File: config.mk
export PLATFORM = sky130hd
export DESIGN_NAME = waveform_minmax_decimator
export DESIGN_NICKNAME = d
export VERILOG_FILES = /design/src/rtl/core/wmd_pkg.sv /design/src/rtl/core/wmd_alu.sv /design/src/rtl/core/wmd_fsm.sv /design/src/rtl/core/waveform_minmax_decimator.sv
export SDC_FILE = /design/constraint.sdc
export NUM_CORES = 1
export LEC_CHECK = 0
export ABC_AREA = 1
export BUFFER_PORTS_ARGS = -buffer_cell sky130_fd_sc_hd__buf_2
export CAP_MARGIN = 20
export CORE_MARGIN = 4
export CORE_UTILIZATION = 30
export CTS_CLUSTER_DIAMETER = 80
export DETAILED_ROUTE_END_ITERATION = 12
export GPL_TIMING_DRIVEN = 0
export PLACE_DENSITY = 0.52
export SLEW_MARGIN = 40
export SYNTH_ARGS = -nofsm -noshare
export SYNTH_HDL_FRONTEND = slang
export SYNTH_SLANG_ARGS = --single-unit
File: constraint.sdc
create_clock -name clk -period 14.5 [get_ports clk]
set_clock_uncertainty 0.1 [all_clocks]
set_input_delay 2.9 -clock clk [delete_from_list [all_inputs] [get_ports clk]]
set_output_delay 2.9 -clock clk [all_outputs]
set_load 0.02 [all_outputs]
File: src/rtl/core/wmd_pkg.sv
`default_nettype none
package wmd_pkg;

	// defaults for the top level parameters
	localparam int PREVIEW_POINTS_DEF = 1024;
	localparam int SAMPLE_BITS_DEF    = 16;

	// fixed geometry
	localparam int MIN_POINTS  = 64;
	localparam int MAX_RESULTS = 64;
	localparam int TOTAL_W     = 31;
	localparam int CHAN_W      = 2;
	localparam int INDEX_W     = 16;
	localparam int CFG_IDX_W   = 2;

	// register indexes
	localparam logic [CFG_IDX_W-1:0] REG_TOTAL = 2'd0;
	localparam logic [CFG_IDX_W-1:0] REG_CHAN  = 2'd1;

	// channel codes
	localparam logic [CHAN_W-1:0] CHAN_MONO  = 2'd1;
	localparam logic [CHAN_W-1:0] CHAN_RESET = 2'd2;

	typedef enum logic [3:0] {
		ST_INIT,
		ST_IDLE,
		ST_MONO,
		ST_MIN,
		ST_MAX,
		ST_CHECK,
		ST_BUMP,
		ST_LOOK,
		ST_EMIT,
		ST_ADV
	} state_t;

	typedef enum logic [2:0] {
		OP_NONE,
		OP_MONO,
		OP_MIN,
		OP_MAX,
		OP_CMP,
		OP_BUMP,
		OP_ADV,
		OP_INIT
	} alu_op_t;

	// status from datapath to sequencer
	typedef struct packed {
		logic in_valid;
		logic out_ready;
		logic restart;
		logic skip;
		logic close;
		logic more;
	} stat_t;

	// controls from sequencer to datapath
	typedef struct packed {
		alu_op_t op;
		logic    in_ready;
		logic    out_valid;
		logic    load_in;
		logic    mono;
		logic    fold_min;
		logic    fold_max;
		logic    capture;
		logic    bump;
		logic    look;
		logic    adv;
		logic    init;
	} ctrl_t;

endpackage
`default_nettype wire

File: src/rtl/core/wmd_alu.sv
`default_nettype none
module wmd_alu #(
	parameter int WIDTH = 33
) (
	input  wire logic [WIDTH-1:0] a,
	input  wire logic [WIDTH-1:0] b,
	input  wire logic             sub,
	output logic      [WIDTH-1:0] res
);

	// shared adder, subtract as a plus inverted b plus one
	logic [WIDTH-1:0] b_eff;

	assign b_eff = sub ? ~b : b;
	assign res   = a + b_eff + {{(WIDTH-1){1'b0}}, sub};

endmodule
`default_nettype wire

File: src/rtl/core/wmd_fsm.sv
`default_nettype none
module wmd_fsm (
	input  wire logic           clk,
	input  wire logic           arst_n,
	input  wire wmd_pkg::stat_t stat,
	output wmd_pkg::ctrl_t      ctrl
);
	import wmd_pkg::*;

	state_t state_q;
	state_t state_d;

	// state register
	always_ff @(posedge clk or negedge arst_n) begin
		if (!arst_n) begin
			state_q <= ST_INIT;
		end else begin
			state_q <= state_d;
		end
	end

	// next state
	always_comb begin
		state_d = state_q;
		case (state_q)
			ST_INIT:  state_d = ST_IDLE;
			ST_IDLE:  if (stat.in_valid) state_d = ST_MONO;
			ST_MONO:  state_d = stat.skip ? ST_IDLE : ST_MIN;
			ST_MIN:   state_d = ST_MAX;
			ST_MAX:   state_d = ST_CHECK;
			ST_CHECK: state_d = stat.close ? ST_BUMP : ST_ADV;
			ST_BUMP:  state_d = ST_LOOK;
			ST_LOOK:  state_d = ST_EMIT;
			ST_EMIT: begin
				if (stat.out_ready) state_d = stat.more ? ST_BUMP : ST_ADV;
			end
			ST_ADV:   state_d = ST_IDLE;
			default:  state_d = ST_INIT;
		endcase
		// a total or channel register write restarts the pass
		if (stat.restart) state_d = ST_INIT;
	end

	// outputs
	always_comb begin
		ctrl = '0;
		ctrl.op = OP_NONE;
		case (state_q)
			ST_INIT: begin
				ctrl.op   = OP_INIT;
				ctrl.init = 1'b1;
			end
			ST_IDLE: begin
				ctrl.in_ready = 1'b1;
				ctrl.load_in  = stat.in_valid;
			end
			ST_MONO: begin
				ctrl.op   = OP_MONO;
				ctrl.mono = 1'b1;
			end
			ST_MIN: begin
				ctrl.op       = OP_MIN;
				ctrl.fold_min = 1'b1;
			end
			ST_MAX: begin
				ctrl.op       = OP_MAX;
				ctrl.fold_max = 1'b1;
			end
			ST_CHECK: begin
				ctrl.op      = OP_CMP;
				ctrl.capture = stat.close;
			end
			ST_BUMP: begin
				ctrl.op   = OP_BUMP;
				ctrl.bump = 1'b1;
			end
			ST_LOOK: begin
				ctrl.op   = OP_CMP;
				ctrl.look = 1'b1;
			end
			ST_EMIT: begin
				ctrl.out_valid = 1'b1;
				ctrl.capture   = stat.out_ready && stat.more;
			end
			ST_ADV: begin
				ctrl.op  = OP_ADV;
				ctrl.adv = 1'b1;
			end
			default: ctrl = '0;
		endcase
	end

endmodule
`default_nettype wire

File: src/rtl/core/waveform_minmax_decimator.sv
// a frame is accepted in idle, then takes the mono, min fold, max fold and close check
// steps, plus a boundary add, look-ahead compare and output per point it closes, the
// output waiting for out_ready; an advance step ends the frame, and a new frame is taken
// only in idle; a frame past the end or with no points left ends after the mono step
// every arithmetic step uses one shared adder/subtractor under a small sequencer
// reset is asynchronous active low; setup runs after reset and total/channel writes
`default_nettype none
module waveform_minmax_decimator #(
	parameter int PREVIEW_POINTS = wmd_pkg::PREVIEW_POINTS_DEF,
	parameter int SAMPLE_BITS    = wmd_pkg::SAMPLE_BITS_DEF
) (
	input  wire logic                          clk,
	input  wire logic                          arst_n,
	input  wire logic                          cfg_we,
	input  wire logic [wmd_pkg::CFG_IDX_W-1:0] cfg_index,
	input  wire logic [wmd_pkg::TOTAL_W-1:0]   cfg_data,
	input  wire logic                          in_valid,
	output logic                               in_ready,
	input  wire logic signed [SAMPLE_BITS-1:0] left_sample,
	input  wire logic signed [SAMPLE_BITS-1:0] right_sample,
	output logic                               out_valid,
	input  wire logic                          out_ready,
	output logic [wmd_pkg::INDEX_W-1:0]        point_index,
	output logic signed [SAMPLE_BITS-1:0]      min_level,
	output logic signed [SAMPLE_BITS-1:0]      max_level,
	output logic                               last_in_run
);
	import wmd_pkg::*;

	localparam int SB     = SAMPLE_BITS;
	localparam int PCNT_W = $clog2(PREVIEW_POINTS + 1);
	localparam int SUM_W  = TOTAL_W + PCNT_W;
	localparam int AW     = SUM_W + 1;
	localparam int CNT_W  = $clog2(MAX_RESULTS + 1);

	localparam logic [SB-1:0] FULL_POS = {1'b0, {(SB-1){1'b1}}};
	localparam logic [SB-1:0] FULL_NEG = {1'b1, {(SB-1){1'b0}}};

	// configuration
	logic [TOTAL_W-1:0] total_q;
	logic [CHAN_W-1:0]  chan_q;
	logic               restart;

	// pass state
	logic [TOTAL_W-1:0] sc_q;
	logic [PCNT_W-1:0]  pc_q;
	logic [CNT_W-1:0]   count_q;
	logic [SB-1:0]      min_q;
	logic [SB-1:0]      max_q;
	logic [SUM_W-1:0]   pbs_q;
	logic [SUM_W-1:0]   thr_q;

	// frame and result holding
	logic [SB-1:0]      left_q;
	logic [SB-1:0]      right_q;
	logic [SB-1:0]      mono_q;
	logic [INDEX_W-1:0] idx_q;
	logic [SB-1:0]      omin_q;
	logic [SB-1:0]      omax_q;
	logic               last_q;
	logic               more_q;

	// derived point count and span
	logic [TOTAL_W-1:0] pts_floor;
	logic [TOTAL_W-1:0] pts_full;
	logic [PCNT_W-1:0]  p_w;
	logic [PCNT_W-1:0]  span_w;

	logic [AW-1:0]      alu_a;
	logic [AW-1:0]      alu_b;
	logic               alu_sub;
	logic [AW-1:0]      alu_res;
	logic               alu_neg;
	logic               close;
	logic               skip;
	logic [SB-1:0]      mono_w;
	logic [INDEX_W+PCNT_W-1:0] idx_full;

	stat_t stat;
	ctrl_t ctrl;

	assign restart = cfg_we && ((cfg_index == REG_TOTAL) || (cfg_index == REG_CHAN));

	// point count: min(PREVIEW_POINTS, max(64, n)), zero for an empty sample
	always_comb begin
		pts_floor = (total_q > TOTAL_W'(MIN_POINTS)) ? total_q : TOTAL_W'(MIN_POINTS);
		pts_full  = (pts_floor > TOTAL_W'(PREVIEW_POINTS)) ? TOTAL_W'(PREVIEW_POINTS)
			: pts_floor;
		p_w       = (total_q == '0) ? '0 : pts_full[PCNT_W-1:0];
		span_w    = (total_q < {{(TOTAL_W-PCNT_W){1'b0}}, p_w}) ? total_q[PCNT_W-1:0] : p_w;
	end

	// operand select for the shared adder
	always_comb begin
		alu_a   = '0;
		alu_b   = '0;
		alu_sub = 1'b0;
		case (ctrl.op)
			OP_MONO: begin
				alu_a = {{(AW-SB){left_q[SB-1]}}, left_q};
				alu_b = {{(AW-SB){right_q[SB-1]}}, right_q};
			end
			OP_MIN: begin
				alu_a   = {{(AW-SB){mono_q[SB-1]}}, mono_q};
				alu_b   = {{(AW-SB){min_q[SB-1]}}, min_q};
				alu_sub = 1'b1;
			end
			OP_MAX: begin
				alu_a   = {{(AW-SB){max_q[SB-1]}}, max_q};
				alu_b   = {{(AW-SB){mono_q[SB-1]}}, mono_q};
				alu_sub = 1'b1;
			end
			OP_CMP: begin
				alu_a   = {1'b0, pbs_q};
				alu_b   = {1'b0, thr_q};
				alu_sub = 1'b1;
			end
			OP_BUMP: begin
				alu_a = {1'b0, pbs_q};
				alu_b = {{(AW-TOTAL_W){1'b0}}, total_q};
			end
			OP_ADV: begin
				alu_a = {1'b0, thr_q};
				alu_b = {{(AW-PCNT_W){1'b0}}, p_w};
			end
			OP_INIT: begin
				alu_a = {{(AW-PCNT_W){1'b0}}, p_w};
				alu_b = {{(AW-PCNT_W){1'b0}}, span_w};
			end
			default: begin
				alu_a   = '0;
				alu_b   = '0;
				alu_sub = 1'b0;
			end
		endcase
	end

	wmd_alu #(
		.WIDTH(AW)
	) u_alu (
		.a  (alu_a),
		.b  (alu_b),
		.sub(alu_sub),
		.res(alu_res)
	);

	assign alu_neg = alu_res[AW-1];

	// mono level: left alone, or floor of half the sum
	assign mono_w = (chan_q == CHAN_MONO) ? left_q : alu_res[SB:1];

	// bucket closes if point edge < sample edge + span, within point and result limits
	assign close = alu_neg && (pc_q < p_w) && (count_q < CNT_W'(MAX_RESULTS));
	assign skip  = (p_w == '0) || (sc_q >= total_q) || (pc_q >= p_w);

	assign idx_full = {{INDEX_W{1'b0}}, pc_q};

	always_comb begin
		stat.in_valid  = in_valid;
		stat.out_ready = out_ready;
		stat.restart   = restart;
		stat.skip      = skip;
		stat.close     = close;
		stat.more      = more_q;
	end

	wmd_fsm u_fsm (
		.clk   (clk),
		.arst_n(arst_n),
		.stat  (stat),
		.ctrl  (ctrl)
	);

	// configuration registers
	always_ff @(posedge clk or negedge arst_n) begin
		if (!arst_n) begin
			total_q <= '0;
			chan_q  <= CHAN_RESET;
		end else if (cfg_we) begin
			if (cfg_index == REG_TOTAL) total_q <= cfg_data;
			if (cfg_index == REG_CHAN)  chan_q  <= cfg_data[CHAN_W-1:0];
		end
	end

	// pass state
	always_ff @(posedge clk or negedge arst_n) begin
		if (!arst_n) begin
			sc_q    <= '0;
			pc_q    <= '0;
			count_q <= '0;
			min_q   <= FULL_POS;
			max_q   <= FULL_NEG;
			pbs_q   <= '0;
			thr_q   <= '0;
			last_q  <= 1'b0;
			more_q  <= 1'b0;
		end else begin
			if (ctrl.init) begin
				sc_q  <= '0;
				pc_q  <= '0;
				min_q <= FULL_POS;
				max_q <= FULL_NEG;
				pbs_q <= {{(SUM_W-TOTAL_W){1'b0}}, total_q};
				thr_q <= alu_res[SUM_W-1:0];
			end
			if (ctrl.load_in) count_q <= '0;
			if (ctrl.fold_min && alu_neg) min_q <= mono_q;
			if (ctrl.fold_max && alu_neg) max_q <= mono_q;
			if (ctrl.capture) begin
				pc_q    <= pc_q + PCNT_W'(1);
				count_q <= count_q + CNT_W'(1);
			end
			if (ctrl.bump) pbs_q <= alu_res[SUM_W-1:0];
			if (ctrl.look) begin
				last_q <= !close;
				more_q <= close;
			end
			// frame done: advance sample boundary, clear extremes after a close
			if (ctrl.adv) begin
				sc_q  <= sc_q + TOTAL_W'(1);
				thr_q <= alu_res[SUM_W-1:0];
				if (count_q != '0) begin
					min_q <= FULL_POS;
					max_q <= FULL_NEG;
				end
			end
		end
	end

	// frame and result payload
	always_ff @(posedge clk) begin
		if (ctrl.load_in) begin
			left_q  <= left_sample;
			right_q <= right_sample;
		end
		if (ctrl.mono) mono_q <= mono_w;
		if (ctrl.capture) begin
			idx_q  <= idx_full[INDEX_W-1:0];
			omin_q <= min_q;
			omax_q <= max_q;
		end
	end

	assign in_ready    = ctrl.in_ready;
	assign out_valid   = ctrl.out_valid;
	assign point_index = idx_q;
	assign min_level   = omin_q;
	assign max_level   = omax_q;
	assign last_in_run = last_q;

	// checks
	a_no_overlap: assert property (@(posedge clk) disable iff (!arst_n)
		!(in_ready && out_valid))
		else $error("input taken while a result is pending");

	// the point counter may exceed a new, smaller count until the setup cycle
	a_pc_bound: assert property (@(posedge clk) disable iff (!arst_n)
		ctrl.init || (pc_q <= p_w))
		else $error("point counter beyond point count");

	a_count_bound: assert property (@(posedge clk) disable iff (!arst_n)
		count_q <= CNT_W'(MAX_RESULTS))
		else $error("too many results for one item");

	a_last_ends: assert property (@(posedge clk) disable iff (!arst_n)
		out_valid && out_ready && last_in_run && !restart |=> ctrl.adv)
		else $error("last result not followed by frame advance");

	a_min_le_max: assert property (@(posedge clk) disable iff (!arst_n)
		out_valid |-> ($signed(min_level) <= $signed(max_level)))
		else $error("bucket minimum above maximum");

endmodule
`default_nettype wire

After elaboration in Yosys (flattened, before gate mapping)
Cells that the tools add are included.
{"block": "op_classes", "n_bitwise": 1, "n_reduce_logical": 26, "n_eq_ne": 20, "n_mux": 46, "n_addsub": 5, "n_lt_le_gt_ge": 7}
{"operator": "one-hot mux 43 bit (7 select lines)", "n": 1}
{"operator": "one-hot mux 43 bit (6 select lines)", "n": 1}
{"operator": "2-to-1 mux 42 bit", "n": 4}
{"operator": "2-to-1 mux 16 bit", "n": 9}
{"operator": "2-to-1 mux 31 bit", "n": 3}
{"operator": "2-to-1 mux 11 bit", "n": 5}
{"operator": "adder 43 x 1 -> 43 bit", "n": 1}
{"operator": "adder 43 bit", "n": 1}
{"operator": "2-to-1 mux 43 bit", "n": 1}
{"operator": "inverter 43 bit", "n": 1}
{"operator": "one-hot mux 4 bit (9 select lines)", "n": 1}
{"operator": "adder 31 x 1 -> 31 bit, second input constant", "n": 1}
{"operator": ">= comparator 31 bit", "n": 1}
{"operator": "greater-than comparator 31 x 11 -> 1 bit, second input constant", "n": 1}
{"operator": "greater-than comparator 31 x 7 -> 1 bit, second input constant", "n": 1}
{"operator": "zero test 31 bit", "n": 1}
{"operator": "< comparator 31 x 11 -> 1 bit", "n": 1}
{"operator": "one-hot mux 3 bit (7 select lines)", "n": 1}
{"operator": "2-to-1 mux 4 bit", "n": 5}
{"operator": "== test 4 x 3 -> 1 bit, second input constant", "n": 4}
{"operator": "2-to-1 mux 7 bit", "n": 2}
{"operator": "== test 3 bit, second input constant", "n": 4}
{"operator": "adder 11 x 1 -> 11 bit, second input constant", "n": 1}
{"operator": ">= comparator 11 bit", "n": 1}
{"operator": "other kinds (24)", "n": 53}
{"block": "word_totals", "inputBits": 70, "regBits": 295, "output_inout_bits": 51, "word_cells": 123}

Longest topological paths before layout
{"block": "logic_depth", "depth_word": 17, "depth_mapped": 36, "mapped_depth_nobuf": 35}

By module
A second synthesis with hierarchy kept.
{"block": "unflattened", "cells_unflattened": 2509, "area_unflattened_um2": 19189.7}
{"mod": "waveform_minmax_decimator", "cells_per_inst": 1680, "seq_area_each_um2": 7758.7, "n_inst": 1, "area_per_inst_um2": 14911.8}
{"mod": "wmd_alu", "cells_per_inst": 757, "seq_area_each_um2": 0.0, "n_inst": 1, "area_per_inst_um2": 3852.4}
{"mod": "wmd_fsm", "cells_per_inst": 72, "seq_area_each_um2": 100.1, "n_inst": 1, "area_per_inst_um2": 425.4}

Worst setup path before layout
Ideal clock, no wire load.
{"block": "synth_timing", "path_kind": "register to register", "from": "register total_q[7]", "to": "register omax_q[0] (netlist: max_level[0]), enable pin", "slack_ps": 8935, "synth_period_minus_slack_ps": 5565, "arrival_ps": 5099, "setup_ps": 366, "n_path_buf": 1, "stages_incl_launch_ff": 31, "t_required_ps": 14034, "cell_sequence": "dfrtp_1 -> inv_1 -> nand2_1 -> nor2_1 -> nand3_1 -> a21oi_2 -> nand2_1 -> inv_1 -> nand2_1 -> ha_1 -> nand2_1 -> inv_1 -> o21ai_0 -> nand4_1 -> nor2_1 -> nand2_1 -> o21ai_0 -> a21oi_1 -> o21ai_0 -> xor2_1 -> fa_1 -> nand4_1 -> o211ai_1 -> a21oi_1 -> inv_1 -> nand3_1 -> nand3_1 -> xor2_2 -> nand3_2 -> nand2_2 -> buf_4"}
{"item": "start: declaration", "line": "waveform_minmax_decimator.sv:40", "text": "logic [TOTAL_W-1:0] total_q;"}
{"item": "start signal: assignment", "line": "waveform_minmax_decimator.sv:180", "text": "if (cfg_index == REG_TOTAL) total_q <= cfg_data;"}
{"item": "end signal: assignment", "line": "waveform_minmax_decimator.sv:240", "text": "omax_q <= max_q;"}
{"item": "end: declaration", "line": "waveform_minmax_decimator.sv:59", "text": "logic [SB-1:0] omax_q;"}

==> results_dict.tcl <==
set metrics [dict create \
    cp.required_ns 14.58 \
    ys_ff_latch 295 \
    setup_violations 0 \
    p_leak_nw 9.18 \
    cts-htree-levels 2 \
    wirelength_mm 66.0 \
    via_per_inst 5.36 \
    drtPass1Iterations 6 \
    fp.dieW_um 251 \
    synth_ff_type "dfrtp_1" \
    grt_pass1_vias 16300 \
    fin_tns_setup_ns 0 \
    async_flop_share 0.692 \
    layout_common_cells "nand2_1 (467), inv_1 (228), dfrtp_1 (187)" \
    crit_slowest_cell "xor2_2" \
    worstPathMaxFanout 52 \
    clock_path_buffers 3 \
    drtIter0Drc 1552 \
    period_minus_slack_ns 8.10 \
    rrSetupSlack_ns 6.40 \
    core_area_sq_um 58000 \
    max_cap_viol_count 0 \
    critical_path_arrival_ns 8.18 \
    ctsResizeCount 0 \
    grtUsageTotal 0.204 \
    dieArea_sq_um 62900 \
    fillCellCount 6052 \
    synth_warnings 0 \
    ant_nets 0 \
    synth_seq_area_share 0.444 \
    cts_hold_buffers 0 \
    r2r_end "min_level[12]" \
    synthCells 2133 \
    fp.dieH_um 251 \
    final_nets 2463 \
    rsz0062_at_grt "false" \
    rows 88 \
    min_period_over_period 0.558 \
    netlist_area_sq_um 17700 \
    vdd_ir_drop_max_uv 90.0 \
    port_buffers 115 \
    pin_count 121 \
    slew_viol_final 0 \
    cts_setup_buffers 0 \
    num_vias 16600 \
    max_freq_mhz 124 \
    antenna_found_initial 2 \
    overflow 0 \
    hp-class "flip-flop to flip-flop" \
    endpoint "min_level[12]" \
    r2r_cells 30 \
    synth_cell_types 59 \
    drc 0 \
    critPathKind "flip-flop to flip-flop" \
    slew_headroom 0.390 \
    clock_latency_ns 0.58 \
    powerDensity_nw_per_um2 224 \
    numCtsBuffers 37 \
    detail_route.wl_per_cell_um 21.4 \
    diodes 0 \
    grt_pass1_wl_mm 100 \
    grt_max_degree 64 \
    final_common_cell "nand2_1" \
    rr_startpoint "total_q[30]" \
    cts.reportedPaths.clkPinSlew_ns 0.06 \
    clock-sinks 295 \
    area_growth_pct 16.7 \
    worst_pin_slew_ns 0.916 \
    hold_viol 0 \
    drive_gt1_frac 0.110 \
    p_total_mw 4.63 \
    clockRootBuffer "clkbuf_16" \
    critical_path.startpoint_type "flip-flop" \
    status "complete, no violations" \
    tritoncts "yes" \
    max_stage_delay_ns 0.66 \
    startpoint "total_q[30]" \
    start_util 0.305 \
    synth.avg_cell_area_sq_um 8.29 \
    hpwlAfterDp_mm 50.8 \
    synth_edf_count 91 \
    place.gp.congestion 0.948 \
    cp-end-kind "flip-flop" \
]
flip-flops by register name (all words and copies together), names as in the netlist:
signal and flops:
max_level 16, left_q 16, sc_q 31, total_q 31, pbs_q 42, mono_q 16
thr_q 42, chan_q 2, count_q 7, min_level 16, more_q 1, right_q 16
pc_q 11, point_index 11, last_in_run 1, max_q 16, min_q 16, u_fsm.state_q 4
synthesized netlist by cell type, types with 53 or more instances:
library cell | number | area, sq um
nand2_1 | 467 | 1750
inv_1 | 229 | 860
dfrtp_1 | 187 | 4680
nor2_1 | 172 | 646
o21ai_0 | 152 | 761
a21oi_1 | 145 | 726
ha_1 | 97 | 1210
edfxtp_1 | 91 | 2730
nand3_1 | 81 | 405
clkbuf_1 | 64 | 240
o221ai_1 | 63 | 552
xor2_1 | 53 | 464
power by group:
part | internal [mW] | total, mW | switching, mW
sequential | 1.14 | 1.28 | 0.138
combinational | 0.700 | 2.36 | 1.66
clock | 0.583 | 0.986 | 0.403
total | 2.42 | 4.63 | 2.21
how the worst min path moves through the flow:
stage                          to  startpoint  depth (start not counted)
finish                  pbs_q[33]   pbs_q[33]                          2
global route            pbs_q[33]   pbs_q[33]                          2
CTS                     thr_q[40]   thr_q[40]                          2
detailed placement      thr_q[37]   thr_q[37]                          2
global placement        thr_q[39]   thr_q[39]                          2
floorplan           max_level[14]   max_q[14]                          0
logic make-up after synthesis:
logic type | Yosys count | share of synthesized area
simple gates | 807 | 0.191
compound gates | 529 | 0.186
buf+inv | 329 | 0.0716
flops | 295 | 0.444
fa+ha+maj | 98 | 0.0697
xor+xnor | 65 | 0.0326
mux | 9 | 0.00516
other cells | 1 | 0.000212
critical path: cells and delay by family, from the launching register on:
family / cells / cell delay (ns)
adder cells (fa/ha/maj): 2 / 0.87
buffers and inverters: 5 / 1.32
flip-flops: 1 / 0.36
AND/OR/NAND/NOR: 14 / 2.19
AO/OA/AOI/OAI: 7 / 1.99
XOR/XNOR: 2 / 0.81
routing by layer:
metal / part of all wire / GRT usage / up-vias / routed length (um)
li1: - / - / 7718 / -
met2: 0.47 / 0.346 / 618 / 31300
met5: 0.00030 / 0 / - / 20
met3: 0.061 / 0.0321 / 132 / 4020
met1: 0.43 / 0.268 / 8094 / 28200
met4: 0.038 / 0.0683 / 2 / 2490
final cells by class:
type                       count  area, sq um  area share
clock inverter                19          256      0.0124
sequential                   295         7860       0.381
buffer                        87          370      0.0179
timing repair buffer         119          668      0.0324
inverter                     242          910      0.0441
tap                          765          957      0.0464
clock buffer                  49         1030      0.0500
multi-input combinational   1513         8590       0.416
per-stage QoR:
step	instances	util	setup WS (ns)	instance area, sq um	hold WS (ns)
after floorplan	2137	-	8.94	17700	0.347
after CTS	3089	0.356	6.51	20600	0.383
after global routing	3089	0.356	5.78	20600	0.396
after detailed placement	3021	0.333	6.57	19400	0.366
after global placement	3017	0.332	6.51	19200	0.364
final	3089	0.356	6.40	20600	0.378
Note: power is estimated with default switching activity, not from simulation.
